[src/rtl/mpf_pkg.sv]
// package for the lock pool with fifo hand-off: sizes, codes, command and status structs
// used by mpf_ctrl, mpf_dp and mutex_pool_fifo_handoff_unit; depends on nothing
package mpf_pkg;

   localparam int NUM_LOCKS = 16;
   localparam int NUM_TASKS = 16;

   // fixed field widths of the stream words
   localparam int MODE_W   = 3;
   localparam int HANDLE_W = 5;
   localparam int TASK_W   = 4;
   localparam int STATUS_W = 4;
   localparam int REQ_DATA_W = 16;
   localparam int RSP_DATA_W = 16;

   localparam int SLOT_W  = (NUM_LOCKS > 1) ? $clog2(NUM_LOCKS) : 1;
   localparam int RIDX_W  = $clog2(NUM_TASKS);
   localparam int CNT_W   = $clog2(NUM_TASKS + 1);
   localparam int OWNER_W = $clog2(NUM_TASKS + 2);
   localparam int RADDR_W = SLOT_W + RIDX_W;
   localparam int RING_DEPTH = 2 ** RADDR_W;

   // owner codes beyond the task ids
   localparam logic [OWNER_W-1:0] NOT_A_TASK = OWNER_W'(NUM_TASKS);
   localparam logic [OWNER_W-1:0] NO_OWNER   = OWNER_W'(NUM_TASKS + 1);

   typedef enum logic [MODE_W-1:0] {
      MODE_CREATE  = 3'd0,
      MODE_LOCK    = 3'd1,
      MODE_UNLOCK  = 3'd2,
      MODE_CANCEL  = 3'd3,
      MODE_DESTROY = 3'd4
   } mode_type;

   typedef enum logic [STATUS_W-1:0] {
      ST_OK            = 4'd0,
      ST_BAD_HANDLE    = 4'd1,
      ST_TIMEOUT       = 4'd2,
      ST_ALREADY_OWNER = 4'd3,
      ST_NOT_LOCKED    = 4'd4,
      ST_NOT_OWNER     = 4'd5,
      ST_QUEUED        = 4'd6,
      ST_POOL_FULL     = 4'd7,
      ST_IN_USE        = 4'd8
   } status_type;

   typedef struct packed {
      logic load_req;
      logic exec;
      logic scan;
      logic handoff;
      logic drop_rd;
      logic drop_wr;
      logic finish;
   } mpf_cmd_type;

   typedef struct packed {
      logic create;
      logic handoff;
      logic drop;
      logic scan_hit;
      logic scan_last;
      logic drop_last;
   } mpf_stat_type;

   function automatic logic [RIDX_W-1:0] ring_inc(input logic [RIDX_W-1:0] idx);
      logic [RIDX_W-1:0] nxt;
      nxt = (32'(idx) == NUM_TASKS - 1) ? '0 : idx + 1'b1;
      return nxt;
   endfunction

endpackage

[src/rtl/mutex_pool_fifo_handoff_unit.sv]
// top level of the lock pool with fifo hand-off: stream ports, controller and datapath
// depends on mpf_pkg, mpf_ctrl and mpf_dp
//
//  channel | dir | payload
//  req     | in  | tuser: mode; tdata: lock_handle, requester_task, requester_is_task
//  rsp     | out | tdata: status, new_handle, wake_valid, wake_task
//
// a word passes accept, decode and result for lock, unlock, destroy and errors;
// an unlock that hands off adds one registered ring memory read,
// create adds a free slot scan (one slot a cycle, up to NUM_LOCKS slots),
// cancel adds ring compaction (read then write per queued waiter).
// reset clears the slot-in-use bits and the handshake state only; no clearing pass.
// a waiting result does not block the next accept; the following result holds until taken.
module mutex_pool_fifo_handoff_unit (
   input  logic                              clock,
   input  logic                              reset,
   input  logic                              req_tvalid,
   output logic                              req_tready,
   input  logic [mpf_pkg::REQ_DATA_W-1:0]    req_tdata,  // lock_handle, requester_task, requester_is_task
   input  logic [mpf_pkg::MODE_W-1:0]        req_tuser,  // mode
   output logic                              rsp_tvalid,
   input  logic                              rsp_tready,
   output logic [mpf_pkg::RSP_DATA_W-1:0]    rsp_tdata   // status, new_handle, wake_valid, wake_task
);
   import mpf_pkg::*;

   mpf_cmd_type         cmd;
   mpf_stat_type        stat;
   logic [STATUS_W-1:0] status;
   logic [HANDLE_W-1:0] new_handle;
   logic                wake_valid;
   logic [TASK_W-1:0]   wake_task;

   mpf_ctrl u_ctrl (
      .clock      (clock),
      .reset      (reset),
      .req_tvalid (req_tvalid),
      .req_tready (req_tready),
      .rsp_tvalid (rsp_tvalid),
      .rsp_tready (rsp_tready),
      .stat       (stat),
      .cmd        (cmd)
   );

   mpf_dp u_dp (
      .clock                 (clock),
      .reset                 (reset),
      .req_mode              (req_tuser),
      .req_lock_handle       (req_tdata[HANDLE_W-1:0]),
      .req_requester_task    (req_tdata[HANDLE_W+TASK_W-1:HANDLE_W]),
      .req_requester_is_task (req_tdata[HANDLE_W+TASK_W]),
      .cmd                   (cmd),
      .stat                  (stat),
      .rsp_status            (status),
      .rsp_new_handle        (new_handle),
      .rsp_wake_valid        (wake_valid),
      .rsp_wake_task         (wake_task)
   );

   assign rsp_tdata = {(RSP_DATA_W - STATUS_W - HANDLE_W - 1 - TASK_W)'(0),
                       wake_task, wake_valid, new_handle, status};

endmodule

[src/rtl/mpf_ctrl.sv]
// controller for the lock pool: sequences decode, slot scan, hand-off read,
// queue compaction and the result word handshake; uses mpf_pkg
module mpf_ctrl (
   input  logic                 clock,
   input  logic                 reset,
   input  logic                 req_tvalid,
   output logic                 req_tready,
   output logic                 rsp_tvalid,
   input  logic                 rsp_tready,
   input  mpf_pkg::mpf_stat_type stat,
   output mpf_pkg::mpf_cmd_type  cmd
);
   import mpf_pkg::*;

   typedef enum logic [6:0] {
      S_IDLE    = 7'b0000001,
      S_DECODE  = 7'b0000010,
      S_SCAN    = 7'b0000100,
      S_HANDOFF = 7'b0001000,
      S_DROP_RD = 7'b0010000,
      S_DROP_WR = 7'b0100000,
      S_DONE    = 7'b1000000
   } state_type;

   state_type state_ff, state_in;
   logic      rsp_valid_ff, rsp_valid_in;
   logic      out_free;

   assign req_tready = (state_ff == S_IDLE);
   assign rsp_tvalid = rsp_valid_ff;
   assign out_free   = !rsp_valid_ff || rsp_tready;

   always_comb begin
      state_in = state_ff;
      cmd      = '0;
      unique case (state_ff)
         S_IDLE: begin
            if (req_tvalid) begin
               cmd.load_req = 1'b1;
               state_in     = S_DECODE;
            end
         end
         S_DECODE: begin
            cmd.exec = 1'b1;
            priority if (stat.create) state_in = S_SCAN;
            else if (stat.handoff)    state_in = S_HANDOFF;
            else if (stat.drop)       state_in = S_DROP_RD;
            else                      state_in = S_DONE;
         end
         S_SCAN: begin
            cmd.scan = 1'b1;
            if (stat.scan_hit || stat.scan_last) state_in = S_DONE;
         end
         S_HANDOFF: begin
            cmd.handoff = 1'b1;
            state_in    = S_DONE;
         end
         S_DROP_RD: begin
            cmd.drop_rd = 1'b1;
            state_in    = S_DROP_WR;
         end
         S_DROP_WR: begin
            cmd.drop_wr = 1'b1;
            state_in    = stat.drop_last ? S_DONE : S_DROP_RD;
         end
         S_DONE: begin
            if (out_free) begin
               cmd.finish = 1'b1;
               state_in   = S_IDLE;
            end
         end
         default: state_in = S_IDLE;
      endcase
   end

   // result word stays until taken
   assign rsp_valid_in = cmd.finish || (rsp_valid_ff && !rsp_tready);

   always_ff @(posedge clock) begin
      if (reset) begin
         state_ff     <= S_IDLE;
         rsp_valid_ff <= 1'b0;
      end else begin
         state_ff     <= state_in;
         rsp_valid_ff <= rsp_valid_in;
      end
   end

   a_accept_decodes: assert property (@(posedge clock) disable iff (reset)
      (req_tvalid && req_tready) |=> (state_ff == S_DECODE))
      else $error("accepted word did not move to decode");

   a_finish_shows: assert property (@(posedge clock) disable iff (reset)
      cmd.finish |=> rsp_valid_ff)
      else $error("finished result not presented");

   a_drop_pairs: assert property (@(posedge clock) disable iff (reset)
      (state_ff == S_DROP_WR) |-> $past(state_ff == S_DROP_RD))
      else $error("compaction write without preceding read");

   a_no_overwrite: assert property (@(posedge clock) disable iff (reset)
      (rsp_valid_ff && !rsp_tready) |-> !cmd.finish)
      else $error("pending result overwritten");

endmodule

[src/rtl/mpf_dp.sv]
// datapath for the lock pool: slot table, per-slot ring pointers, waiter ring
// memory, request and result registers; uses mpf_pkg, driven by mpf_ctrl
module mpf_dp (
   input  logic                            clock,
   input  logic                            reset,
   input  logic [mpf_pkg::MODE_W-1:0]      req_mode,
   input  logic [mpf_pkg::HANDLE_W-1:0]    req_lock_handle,
   input  logic [mpf_pkg::TASK_W-1:0]      req_requester_task,
   input  logic                            req_requester_is_task,
   input  mpf_pkg::mpf_cmd_type            cmd,
   output mpf_pkg::mpf_stat_type           stat,
   output logic [mpf_pkg::STATUS_W-1:0]    rsp_status,
   output logic [mpf_pkg::HANDLE_W-1:0]    rsp_new_handle,
   output logic                            rsp_wake_valid,
   output logic [mpf_pkg::TASK_W-1:0]      rsp_wake_task
);
   import mpf_pkg::*;

   // request word
   logic [MODE_W-1:0]   mode_ff;
   logic [HANDLE_W-1:0] handle_ff;
   logic [TASK_W-1:0]   task_ff;
   logic                is_task_ff;

   // slot table
   logic                in_use_ff [NUM_LOCKS];
   logic [OWNER_W-1:0]  owner_ff  [NUM_LOCKS];
   logic [RIDX_W-1:0]   head_ff   [NUM_LOCKS];
   logic [RIDX_W-1:0]   tail_ff   [NUM_LOCKS];
   logic [CNT_W-1:0]    count_ff  [NUM_LOCKS];

   // waiter ring memory
   logic [RIDX_W-1:0]   ring_mem  [RING_DEPTH];
   logic [RIDX_W-1:0]   ring_rdata_ff;
   logic                ring_we, ring_re;
   logic [RADDR_W-1:0]  ring_waddr, ring_raddr;
   logic [RIDX_W-1:0]   ring_wdata;

   // scan and compaction
   logic [SLOT_W-1:0]   scan_idx_ff;
   logic [RIDX_W-1:0]   rd_ptr_ff, wr_ptr_ff;
   logic [CNT_W-1:0]    seen_ff, kept_ff;

   // working result and output word
   logic [STATUS_W-1:0] res_status_ff, out_status_ff;
   logic [HANDLE_W-1:0] res_handle_ff, out_handle_ff;
   logic                res_wv_ff, out_wv_ff;
   logic [TASK_W-1:0]   res_wt_ff, out_wt_ff;

   // decode of the held request
   logic [SLOT_W-1:0]   slot;
   logic                hvalid;
   logic [OWNER_W-1:0]  self_id;
   logic [OWNER_W-1:0]  owner_cur;
   logic [CNT_W-1:0]    count_cur;
   logic                push_ok, destroy_ok, keep;

   assign slot      = SLOT_W'(handle_ff - HANDLE_W'(1));
   assign hvalid    = (handle_ff != '0) && (32'(handle_ff) <= NUM_LOCKS) && in_use_ff[slot];
   assign self_id   = (is_task_ff && (32'(task_ff) < NUM_TASKS)) ? OWNER_W'(task_ff)
                                                                 : NOT_A_TASK;
   assign owner_cur = owner_ff[slot];
   assign count_cur = count_ff[slot];
   assign keep      = (ring_rdata_ff != RIDX_W'(self_id));

   assign push_ok = cmd.exec && (mode_ff == MODE_LOCK) && hvalid && (owner_cur != NO_OWNER)
                    && (self_id != NOT_A_TASK) && (owner_cur != self_id)
                    && (count_cur < CNT_W'(NUM_TASKS));
   assign destroy_ok = cmd.exec && (mode_ff == MODE_DESTROY) && hvalid
                       && (owner_cur == NO_OWNER) && (count_cur == '0);

   assign stat.create    = (mode_ff == MODE_CREATE);
   assign stat.handoff   = (mode_ff == MODE_UNLOCK) && hvalid && (owner_cur != NO_OWNER)
                           && (owner_cur == self_id) && (count_cur != '0);
   assign stat.drop      = (mode_ff == MODE_CANCEL) && hvalid && (self_id != NOT_A_TASK)
                           && (count_cur != '0);
   assign stat.scan_hit  = !in_use_ff[scan_idx_ff];
   assign stat.scan_last = (32'(scan_idx_ff) == NUM_LOCKS - 1);
   assign stat.drop_last = (seen_ff == count_cur);

   // ring port selection
   always_comb begin
      ring_we    = 1'b0;
      ring_waddr = {slot, tail_ff[slot]};
      ring_wdata = RIDX_W'(self_id);
      ring_re    = 1'b0;
      ring_raddr = {slot, head_ff[slot]};
      if (push_ok) begin
         ring_we = 1'b1;
      end else if (cmd.drop_wr && keep) begin
         ring_we    = 1'b1;
         ring_waddr = {slot, wr_ptr_ff};
         ring_wdata = ring_rdata_ff;
      end
      if (cmd.exec && stat.handoff) begin
         ring_re = 1'b1;
      end else if (cmd.drop_rd) begin
         ring_re    = 1'b1;
         ring_raddr = {slot, rd_ptr_ff};
      end
   end

   always_ff @(posedge clock) begin
      if (ring_we) ring_mem[ring_waddr] <= ring_wdata;
      if (ring_re) ring_rdata_ff <= ring_mem[ring_raddr];
   end

   always_ff @(posedge clock) begin
      if (reset) begin
         for (int i = 0; i < NUM_LOCKS; i++) in_use_ff[i] <= 1'b0;
      end else begin
         if (cmd.scan && stat.scan_hit) in_use_ff[scan_idx_ff] <= 1'b1;
         if (destroy_ok) in_use_ff[slot] <= 1'b0;
      end
   end

   always_ff @(posedge clock) begin
      if (cmd.load_req) begin
         mode_ff    <= req_mode;
         handle_ff  <= req_lock_handle;
         task_ff    <= req_requester_task;
         is_task_ff <= req_requester_is_task;
      end

      if (cmd.exec) begin
         res_handle_ff <= '0;
         res_wv_ff     <= 1'b0;
         res_wt_ff     <= '0;
         scan_idx_ff   <= '0;
         rd_ptr_ff     <= head_ff[slot];
         wr_ptr_ff     <= head_ff[slot];
         seen_ff       <= '0;
         kept_ff       <= '0;
         if (mode_ff == MODE_CREATE) begin
            res_status_ff <= ST_POOL_FULL;
         end else if (!hvalid) begin
            res_status_ff <= ST_BAD_HANDLE;
         end else begin
            unique case (mode_ff)
               MODE_LOCK: begin
                  priority if (owner_cur == NO_OWNER) begin
                     owner_ff[slot] <= self_id;
                     res_status_ff  <= ST_OK;
                  end else if (self_id == NOT_A_TASK) begin
                     res_status_ff <= ST_TIMEOUT;
                  end else if (owner_cur == self_id) begin
                     res_status_ff <= ST_ALREADY_OWNER;
                  end else begin
                     // a full queue drops the push but still reports queued
                     if (push_ok) begin
                        tail_ff[slot]  <= ring_inc(tail_ff[slot]);
                        count_ff[slot] <= count_cur + 1'b1;
                     end
                     res_status_ff <= ST_QUEUED;
                  end
               end
               MODE_UNLOCK: begin
                  priority if (owner_cur == NO_OWNER) begin
                     res_status_ff <= ST_NOT_LOCKED;
                  end else if (owner_cur != self_id) begin
                     res_status_ff <= ST_NOT_OWNER;
                  end else begin
                     res_status_ff <= ST_OK;
                     if (count_cur == '0) owner_ff[slot] <= NO_OWNER;
                  end
               end
               MODE_CANCEL: res_status_ff <= ST_TIMEOUT;
               MODE_DESTROY: begin
                  res_status_ff <= destroy_ok ? ST_OK : ST_IN_USE;
               end
               default: res_status_ff <= ST_BAD_HANDLE;
            endcase
         end
      end

      if (cmd.scan) begin
         scan_idx_ff <= scan_idx_ff + 1'b1;
         if (stat.scan_hit) begin
            owner_ff[scan_idx_ff] <= NO_OWNER;
            head_ff[scan_idx_ff]  <= '0;
            tail_ff[scan_idx_ff]  <= '0;
            count_ff[scan_idx_ff] <= '0;
            res_status_ff         <= ST_OK;
            res_handle_ff         <= HANDLE_W'(scan_idx_ff) + 1'b1;
         end
      end

      if (cmd.handoff) begin
         owner_ff[slot] <= OWNER_W'(ring_rdata_ff);
         head_ff[slot]  <= ring_inc(head_ff[slot]);
         count_ff[slot] <= count_cur - 1'b1;
         res_wv_ff      <= 1'b1;
         res_wt_ff      <= TASK_W'(ring_rdata_ff);
      end

      if (cmd.drop_rd) begin
         rd_ptr_ff <= ring_inc(rd_ptr_ff);
         seen_ff   <= seen_ff + 1'b1;
      end

      if (cmd.drop_wr) begin
         if (keep) begin
            wr_ptr_ff <= ring_inc(wr_ptr_ff);
            kept_ff   <= kept_ff + 1'b1;
         end
         if (stat.drop_last) begin
            tail_ff[slot]  <= keep ? ring_inc(wr_ptr_ff) : wr_ptr_ff;
            count_ff[slot] <= kept_ff + CNT_W'(keep);
         end
      end

      if (cmd.finish) begin
         out_status_ff <= res_status_ff;
         out_handle_ff <= res_handle_ff;
         out_wv_ff     <= res_wv_ff;
         out_wt_ff     <= res_wt_ff;
      end
   end

   assign rsp_status     = out_status_ff;
   assign rsp_new_handle = out_handle_ff;
   assign rsp_wake_valid = out_wv_ff;
   assign rsp_wake_task  = out_wt_ff;

   a_one_ring_port: assert property (@(posedge clock) disable iff (reset)
      !(cmd.exec && ring_we && ring_re))
      else $error("push and hand-off read in the same decode");

   a_handoff_has_waiter: assert property (@(posedge clock) disable iff (reset)
      cmd.handoff |-> (count_cur != '0))
      else $error("hand-off from an empty queue");

endmodule
[config.mk]
export PLATFORM = sky130hd
export DESIGN_NAME = mutex_pool_fifo_handoff_unit
export DESIGN_NICKNAME = d
export VERILOG_FILES = /design/src/rtl/mpf_pkg.sv /design/src/rtl/mutex_pool_fifo_handoff_unit.sv /design/src/rtl/mpf_ctrl.sv /design/src/rtl/mpf_dp.sv
export SDC_FILE = /design/constraint.sdc
export NUM_CORES = 2
export LEC_CHECK = 0
export BUFFER_PORTS_ARGS = -buffer_cell sky130_fd_sc_hd__buf_2
export CAP_MARGIN = 25
export CELL_PAD_IN_SITES_DETAIL_PLACEMENT = 1
export CELL_PAD_IN_SITES_GLOBAL_PLACEMENT = 2
export CORE_ASPECT_RATIO = 1.4
export CORE_MARGIN = 3
export CORE_UTILIZATION = 35
export DETAILED_ROUTE_END_ITERATION = 10
export PLACE_DENSITY_LB_ADDON = 0.1
export SLEW_MARGIN = 20
export SYNTH_ARGS = -nofsm -noshare
export SYNTH_HDL_FRONTEND = slang
export SYNTH_HIERARCHICAL = 1
export SYNTH_SLANG_ARGS = --single-unit
[constraint.sdc]
create_clock -name clock -period 23.5 [get_ports clock]
set_clock_uncertainty 0.2 [all_clocks]
set_input_delay 2.35 -clock clock [delete_from_list [all_inputs] [get_ports clock]]
set_output_delay 2.35 -clock clock [all_outputs]
set_load 0.05 [all_outputs]
==> Yosys cells after proc, flatten, opt, wreduce, memory -nomap -nowiden <==
Memory sizes are Yosys's and may differ from the RTL's. A register that Yosys moved wholly into a read port is not among the register bits.
Index checks and enable logic that the tools add are counted.
{ "word_totals": {"output_inout_bits": 18, "ramBits": 1328, "reg_bits": 71, "memories": 6} }
{ "mem_list": {"columns": ["name", "words", "width", "read_ports", "rd_ports_with_merged_regs", "write_ports", "line_no", "rtl"], "rows": [
  ["u_dp.ring_mem", 256, 4, 1, 1, 1, "mpf_dp.sv:33", "logic [RIDX_W-1:0] ring_mem [RING_DEPTH];"],
  ["u_dp.count_ff", 16, 5, 1, 0, 1, "mpf_dp.sv:30", "logic [CNT_W-1:0] count_ff [NUM_LOCKS];"],
  ["u_dp.owner_ff", 16, 5, 1, 0, 1, "mpf_dp.sv:27", "logic [OWNER_W-1:0] owner_ff [NUM_LOCKS];"],
  ["u_dp.head_ff", 16, 4, 1, 0, 1, "mpf_dp.sv:28", "logic [RIDX_W-1:0] head_ff [NUM_LOCKS];"],
  ["u_dp.tail_ff", 16, 4, 1, 0, 1, "mpf_dp.sv:29", "logic [RIDX_W-1:0] tail_ff [NUM_LOCKS];"],
  ["u_dp.in_use_ff", 16, 1, 2, 1, 16, "mpf_dp.sv:26", "logic in_use_ff [NUM_LOCKS];"]
]} }
{ "op_classes": {"n_bitwise": 5, "eq_ne": 27, "n_reduce_logical": 43, "n_mux": 126, "order_cmp": 2, "add_sub_neg": 12} }
{ "ops": {"columns": ["cell", "count"], "rows": [
  ["$mux 4", 38],
  ["$mux 5", 15],
  ["$mux 1", 62],
  ["$mux 7", 7],
  ["$pmux 7 s7", 1],
  ["$logic_and 1x1->1", 23],
  ["$add 4x1->4 const B", 5],
  ["$eq 4x4->1 const B", 5],
  ["$pmux 4 s4", 1],
  ["$add 5x1->5 const B", 3],
  ["$eq 5x5->1", 2],
  ["$eq 5x5->1 const B", 2],
  ["$ne 5x5->1 const B", 2],
  ["$reduce_bool 5->1", 2],
  ["$reduce_or 5->1", 2],
  ["$reduce_or 4->1", 2],
  ["$eq 7x1->1 const B", 1],
  ["$eq 7x2->1 const B", 1],
  ["$eq 7x3->1 const B", 1],
  ["$eq 7x4->1 const B", 1],
  ["$eq 7x5->1 const B", 1],
  ["$eq 7x6->1 const B", 1],
  ["$eq 7x7->1 const B", 1],
  ["$eq 3x2->1 const B", 2],
  ["21 further kinds", 34]
]} }

==> Longest topological paths before layout <==
{ "logic_depth": {"word_depth": 20, "mapped_depth": 26} }

==> Cells and area by module <==
Netlist, hierarchy kept.
{ "by_module_without_submodules": {"columns": ["mod", "n_inst", "cells_per_inst", "seq_area_each_um2", "area_each_um2"], "rows": [
  ["mpf_dp", 1, 4662, 39377.8, 58815.2],
  ["mpf_ctrl", 1, 58, 160.2, 543.0],
  ["mutex_pool_fifo_handoff_unit", 1, 4, 0.0, 26.3]
]} }

==> Worst setup path after synthesis <==
No wires, ideal clock.
{ "synth_path": {"path_kind": "register to register", "startpoint": "register u_dp.handle_ff[0]", "endpoint": "memory u_dp/ring_mem[0][2] (netlist bit) (data pin)", "period_less_slack_ps": 17081, "arrival_time_ps": 14694, "setup_time_ps": 2187, "setup_slack_ps": 6419, "required_ps": 21113, "stages_incl_launch_ff": 20, "path_cell_list": "edfxtp_1 > buf_2 > buf_4 > buf_4 > buf_2 > clkbuf_1 > inv_1 > ha_1 > buf_2 > clkbuf_1 > mux4_2 > mux2i_1 > mux2i_1 > xor2_1 > o311a_1 > o21ai_0 > nor4_1 > nor2_1 > clkbuf_1 > o21ai_0"} }
{ "synth_via": {"elab_chain_len": 9, "word_cells_on_any_way": 17} }
{ "synth_lines": {"columns": ["item", "line_no", "rtl"], "rows": [
  ["start, declared", "mpf_dp.sv:21", "logic [HANDLE_W-1:0] handle_ff;"],
  ["start signal, assigned", "mpf_dp.sv:120", "handle_ff <= req_lock_handle;"],
  ["branches (longest 7 deep; another with $mem_v2 16x5)", null, null],
  ["$logic_and 1x1->1 (*)", "mpf_dp.sv:68", "&& (count_cur < CNT_W'(NUM_TASKS));"],
  ["$mux 4 (*)", "mpf_dp.sv:88", "if (push_ok) begin"],
  ["net u_dp.ring_wdata[2]", "mpf_dp.sv:37", "logic [RIDX_W-1:0] ring_wdata;"],
  ["end, declared", "mpf_dp.sv:33", null]
]} }
Mark *: on every way through the listed nets, which the timed path passes.

==> Worst setup path in the final report <==
{ "layout_path": {"startpoint": "register u_dp.handle_ff[0]", "endpoint": "register u_dp.ring_rdata_ff[0] (read register of u_dp.ring_mem) (data pin)"} }
{ "layout_via": {"elab_chain_len": 9, "word_cells_on_any_way": 20} }
{ "layout_lines": {"columns": ["item", "line_no", "rtl"], "rows": [
  ["branches (longest 9 deep; another with $mem_v2 16x5)", null, null],
  ["end, declared", "mpf_dp.sv:34", "logic [RIDX_W-1:0] ring_rdata_ff;"]
]} }
Several ways; the timed one is not identified.
A chain may end at the register's enable or synchronous reset.

==> flow_summary.toml <==
[status]
status = "complete, no violations"

[clocking]
cts_buffers = 148
cts.sinks = 1407
post_cts_buffers = 0
cts_hold_buf = 0
cts_resized = 0
cts_max_path_buffers = 3
cts_tree = "done"
cts-root-buf = "clkbuf_16"
clk_pin_slew_worst_paths_ns = 0.06
insertion_delay_ns = 0.78
htreeDepth = 4

[power]
ir_drop_mv = 0.0676
p_per_area_mw_per_mm2 = 82.5
p_leak_nw = 23.2

[cells_and_area]
seqCellArea_mm2 = 0.0395
multi_input_area_mm2 = 0.0188
drive_gt1_share_pct = 10.2
final_net_count = 4764
layout_commonest_cell = "edfxtp_1"
layout_common_cells = "edfxtp_1 (1136), nand2_1 (686), nor2_1 (639)"
n_fill_cell = 17634
area_growth_pct = 12.8

[routing]
drt-pass1-iter-count = 5
ant_nets = 0
drcViolationCount = 0
routedWlPerCell_um = 27.9
num_vias = 38137
drtIter0Drc = 2355
routed_wl_mm = 198
viasPerCell = 5.38

[global_route]
grt_max_degree = 198
overflow = 0
grt_pass1_vias = 40467
antenna_found_initial = 4
grt_pass1_wl_mm = 287
gr-usage-all-layers_pct = 22.5

[floorplan]
io-pin-count = 41
core_mm2 = 0.168
die_h_um = 493
dieArea_mm2 = 0.175
num_rows = 178
start_util_pct = 35.3
die_width_um = 354

[synth]
yosys_warnings = 6
syn_area_mm2 = 0.0594
synth_cell_types = 83
synthArstFlopShare_pct = 0
synth_seq_cells = 1407
syn_avg_cell_area_um2 = 12.6
yosysSeqAreaShare_pct = 66.6
synth-edff-count = 1136
ys.flop_type = "edfxtp_1"
syn_inst = 4724

[placed_design]
hpwlAfterDp_mm = 125
routabilityCongestion = 0.784
io_buffers = 32

[worst_setup_path]
cp_max_fo = 65
critPathLaunchType = "flop"
critical_path.most_common_cell = "buf_4"
critPathBufInv = 6
crit_path_cell_trace = "inv_1 > ha_4 > buf_4 > mux4_2 > mux4_2 > xor2_1 > o41a_1 > o31ai_4 > buf_4 > mux2i_4 > buf_4 > buf_12 > buf_4 > mux2i_1 > mux2i_1 > a32oi_1 > nand4_1 > nand3_1 > nand4_1"
critPathTopFamily = "buffers and inverters"
crit_type = "flop to flop"
max_stage_delay_ns = 0.67
worstPathRequired_ns = 23.76
end_kind = "flop"
arrival_ns = 8.74
cp_slowest_cell = "ha_4"

[timing]
setup_viol = 0
slew_viol_final = 0
tightestPinTransition_ns = 1.12
relSlewSlack_pct = 25.6
whs_ns = 0.232
fmax_mhz = 118
fin_crit_ns = 8.48
rsz0062_at_grt = "no"
finalSetupTns_ns = 0
finalHoldViolations = 0
min_period_over_period_pct = 36.1

[flow_run]
drv_cap = 0

[worst_hold_path]
hp-class = "flop to flop"
==> area by class of cell <==
| type | count | share of cell area [%] |
|---|---|---|
| inverters | 23 | 0.129 |
| repair buffers | 141 | 1.61 |
| clock buffers | 192 | 5.95 |
| multi-input cells | 2999 | 28.1 |
| flip-flops and latches | 1407 | 59.0 |
| diodes | 1 | 0.00374 |
| clock inverters | 73 | 0.925 |
| well taps | 2250 | 4.20 |
==> flip-flops by register name, indices dropped and copies added (netlist names), 3 cells and up, named ones only <==
| name | cells |
|---|---|
| u_dp/ring_mem | 1024 |
| u_dp/count_ff | 80 |
| u_dp/owner_ff | 80 |
| u_dp/head_ff | 64 |
| u_dp/tail_ff | 64 |
| u_dp/in_use_ff | 16 |
| u_ctrl/state_ff | 7 |
| u_dp/handle_ff | 5 |
| u_dp/kept_ff | 5 |
| u_dp/res_handle_ff | 5 |
| u_dp/rsp_new_handle | 5 |
| u_dp/seen_ff | 5 |
| u_dp/rd_ptr_ff | 4 |
| u_dp/res_status_ff | 4 |
| u_dp/res_wt_ff | 4 |
| u_dp/ring_rdata_ff | 4 |
| u_dp/rsp_status | 4 |
| u_dp/rsp_wake_task | 4 |
| u_dp/scan_idx_ff | 4 |
| u_dp/task_ff | 4 |
| u_dp/wr_ptr_ff | 4 |
| u_dp/mode_ff | 3 |
==> final timing paths <==
path                     start               endpoint  slack, ns  cells past startpoint
max          u_dp/handle_ff[0]  u_dp/ring_rdata_ff[0]      15.02                     19
min             u_dp/res_wv_ff    u_dp/rsp_wake_valid       0.23                      0
max reg2reg  u_dp/handle_ff[0]  u_dp/ring_rdata_ff[0]      15.02                     19
min reg2reg     u_dp/res_wv_ff    u_dp/rsp_wake_valid       0.23                      0
==> per-layer routing <==
metal,GRT usage [%],share of wire [%]
met5,0,0
met4,8.07,3.6
met3,2.45,2.9
met2,42.1,54
met1,26.4,40
==> power breakdown <==
group / switching (mW) / total, mW / internal (mW)
logic: 0.403 / 0.545 / 0.142
registers: 0.0117 / 2.71 / 2.70
clock network: 0.983 / 2.27 / 1.29
==> cell families after synthesis <==
group / count (synthesis) / synth area share, %
muxes: 509 / 10.3
and+or+nand+nor: 1880 / 13.6
adders and majority gates: 21 / 0.455
buffers and inverters: 319 / 2.26
other: 1 / 0.00631
DFF: 1407 / 66.6
xor gates and xnor gates: 34 / 0.533
AOI/OAI and AO/OA: 553 / 6.26
==> cells in the mapped netlist, types with 3 or more instances <==
library cell     n  area share, %
and3_1          24           0.25
xnor2_1         18           0.27
o21ai_1          7          0.059
o31ai_1          5          0.063
nand2b_1         9          0.095
nor3b_1          4          0.051
and2_1          12           0.13
a31oi_1         58           0.61
a32oi_1         34           0.50
mux2_2          16           0.30
xor2_1          15           0.22
nor4_1          33           0.35
clkbuf_1       201            1.3
o2111ai_1        4          0.059
ha_1            20           0.42
o2bb2ai_1        4          0.059
nand2_1        689            4.4
a21oi_1        113           0.95
o22ai_1         83           0.87
nor2b_1         24           0.25
nand4_1         30           0.32
inv_1           22           0.14
a311oi_1        23           0.34
buf_4           13           0.16
o211ai_1        43           0.54
buf_2           46           0.39
mux4_2          82            3.1
buf_1           31           0.20
edfxtp_1      1136             57
o21ai_0         42           0.35
buf_6            4          0.076
or4_1            3          0.038
mux2i_1        411            6.9
o21bai_1        19           0.24
a22oi_1         11           0.14
nor2_1         645            4.1
dfxtp_1        271            9.1
nand3b_1         6          0.076
nor3_1          60           0.51
a21o_1          10           0.13
nand3_1        319            2.7
a2111oi_0        6          0.088
a211oi_1        68           0.86
==> metrics by stage <==
step	setup slack [ns]	util, %	cell area (µm²)	power, mW	cells
after floorplan	6.42	-	59400	3.10	4725
after global placement	14.93	37.0	62300	3.32	6816
after detailed placement	14.93	37.0	62300	3.32	6819
after CTS	14.87	39.8	67000	5.61	7084
after global routing	14.68	39.8	67000	5.73	7086
final	15.02	39.8	67000	5.53	7086
==> worst register-to-register path, stage by stage, from the launching register on <==
cell and delay, ns:
edfxtp_1 0.40, inv_1 0.35, ha_4 0.68, buf_4 0.68, mux4_2 0.55, mux4_2 0.52
xor2_1 0.17, o41a_1 0.54, o31ai_4 0.26, buf_4 0.38, mux2i_4 0.30, buf_4 0.39
buf_12 0.40, buf_4 0.74, mux2i_1 0.27, mux2i_1 0.10, a32oi_1 0.52, nand4_1 0.35
nand3_1 0.20, nand4_1 0.19
(Power assumes the default switching activity.)
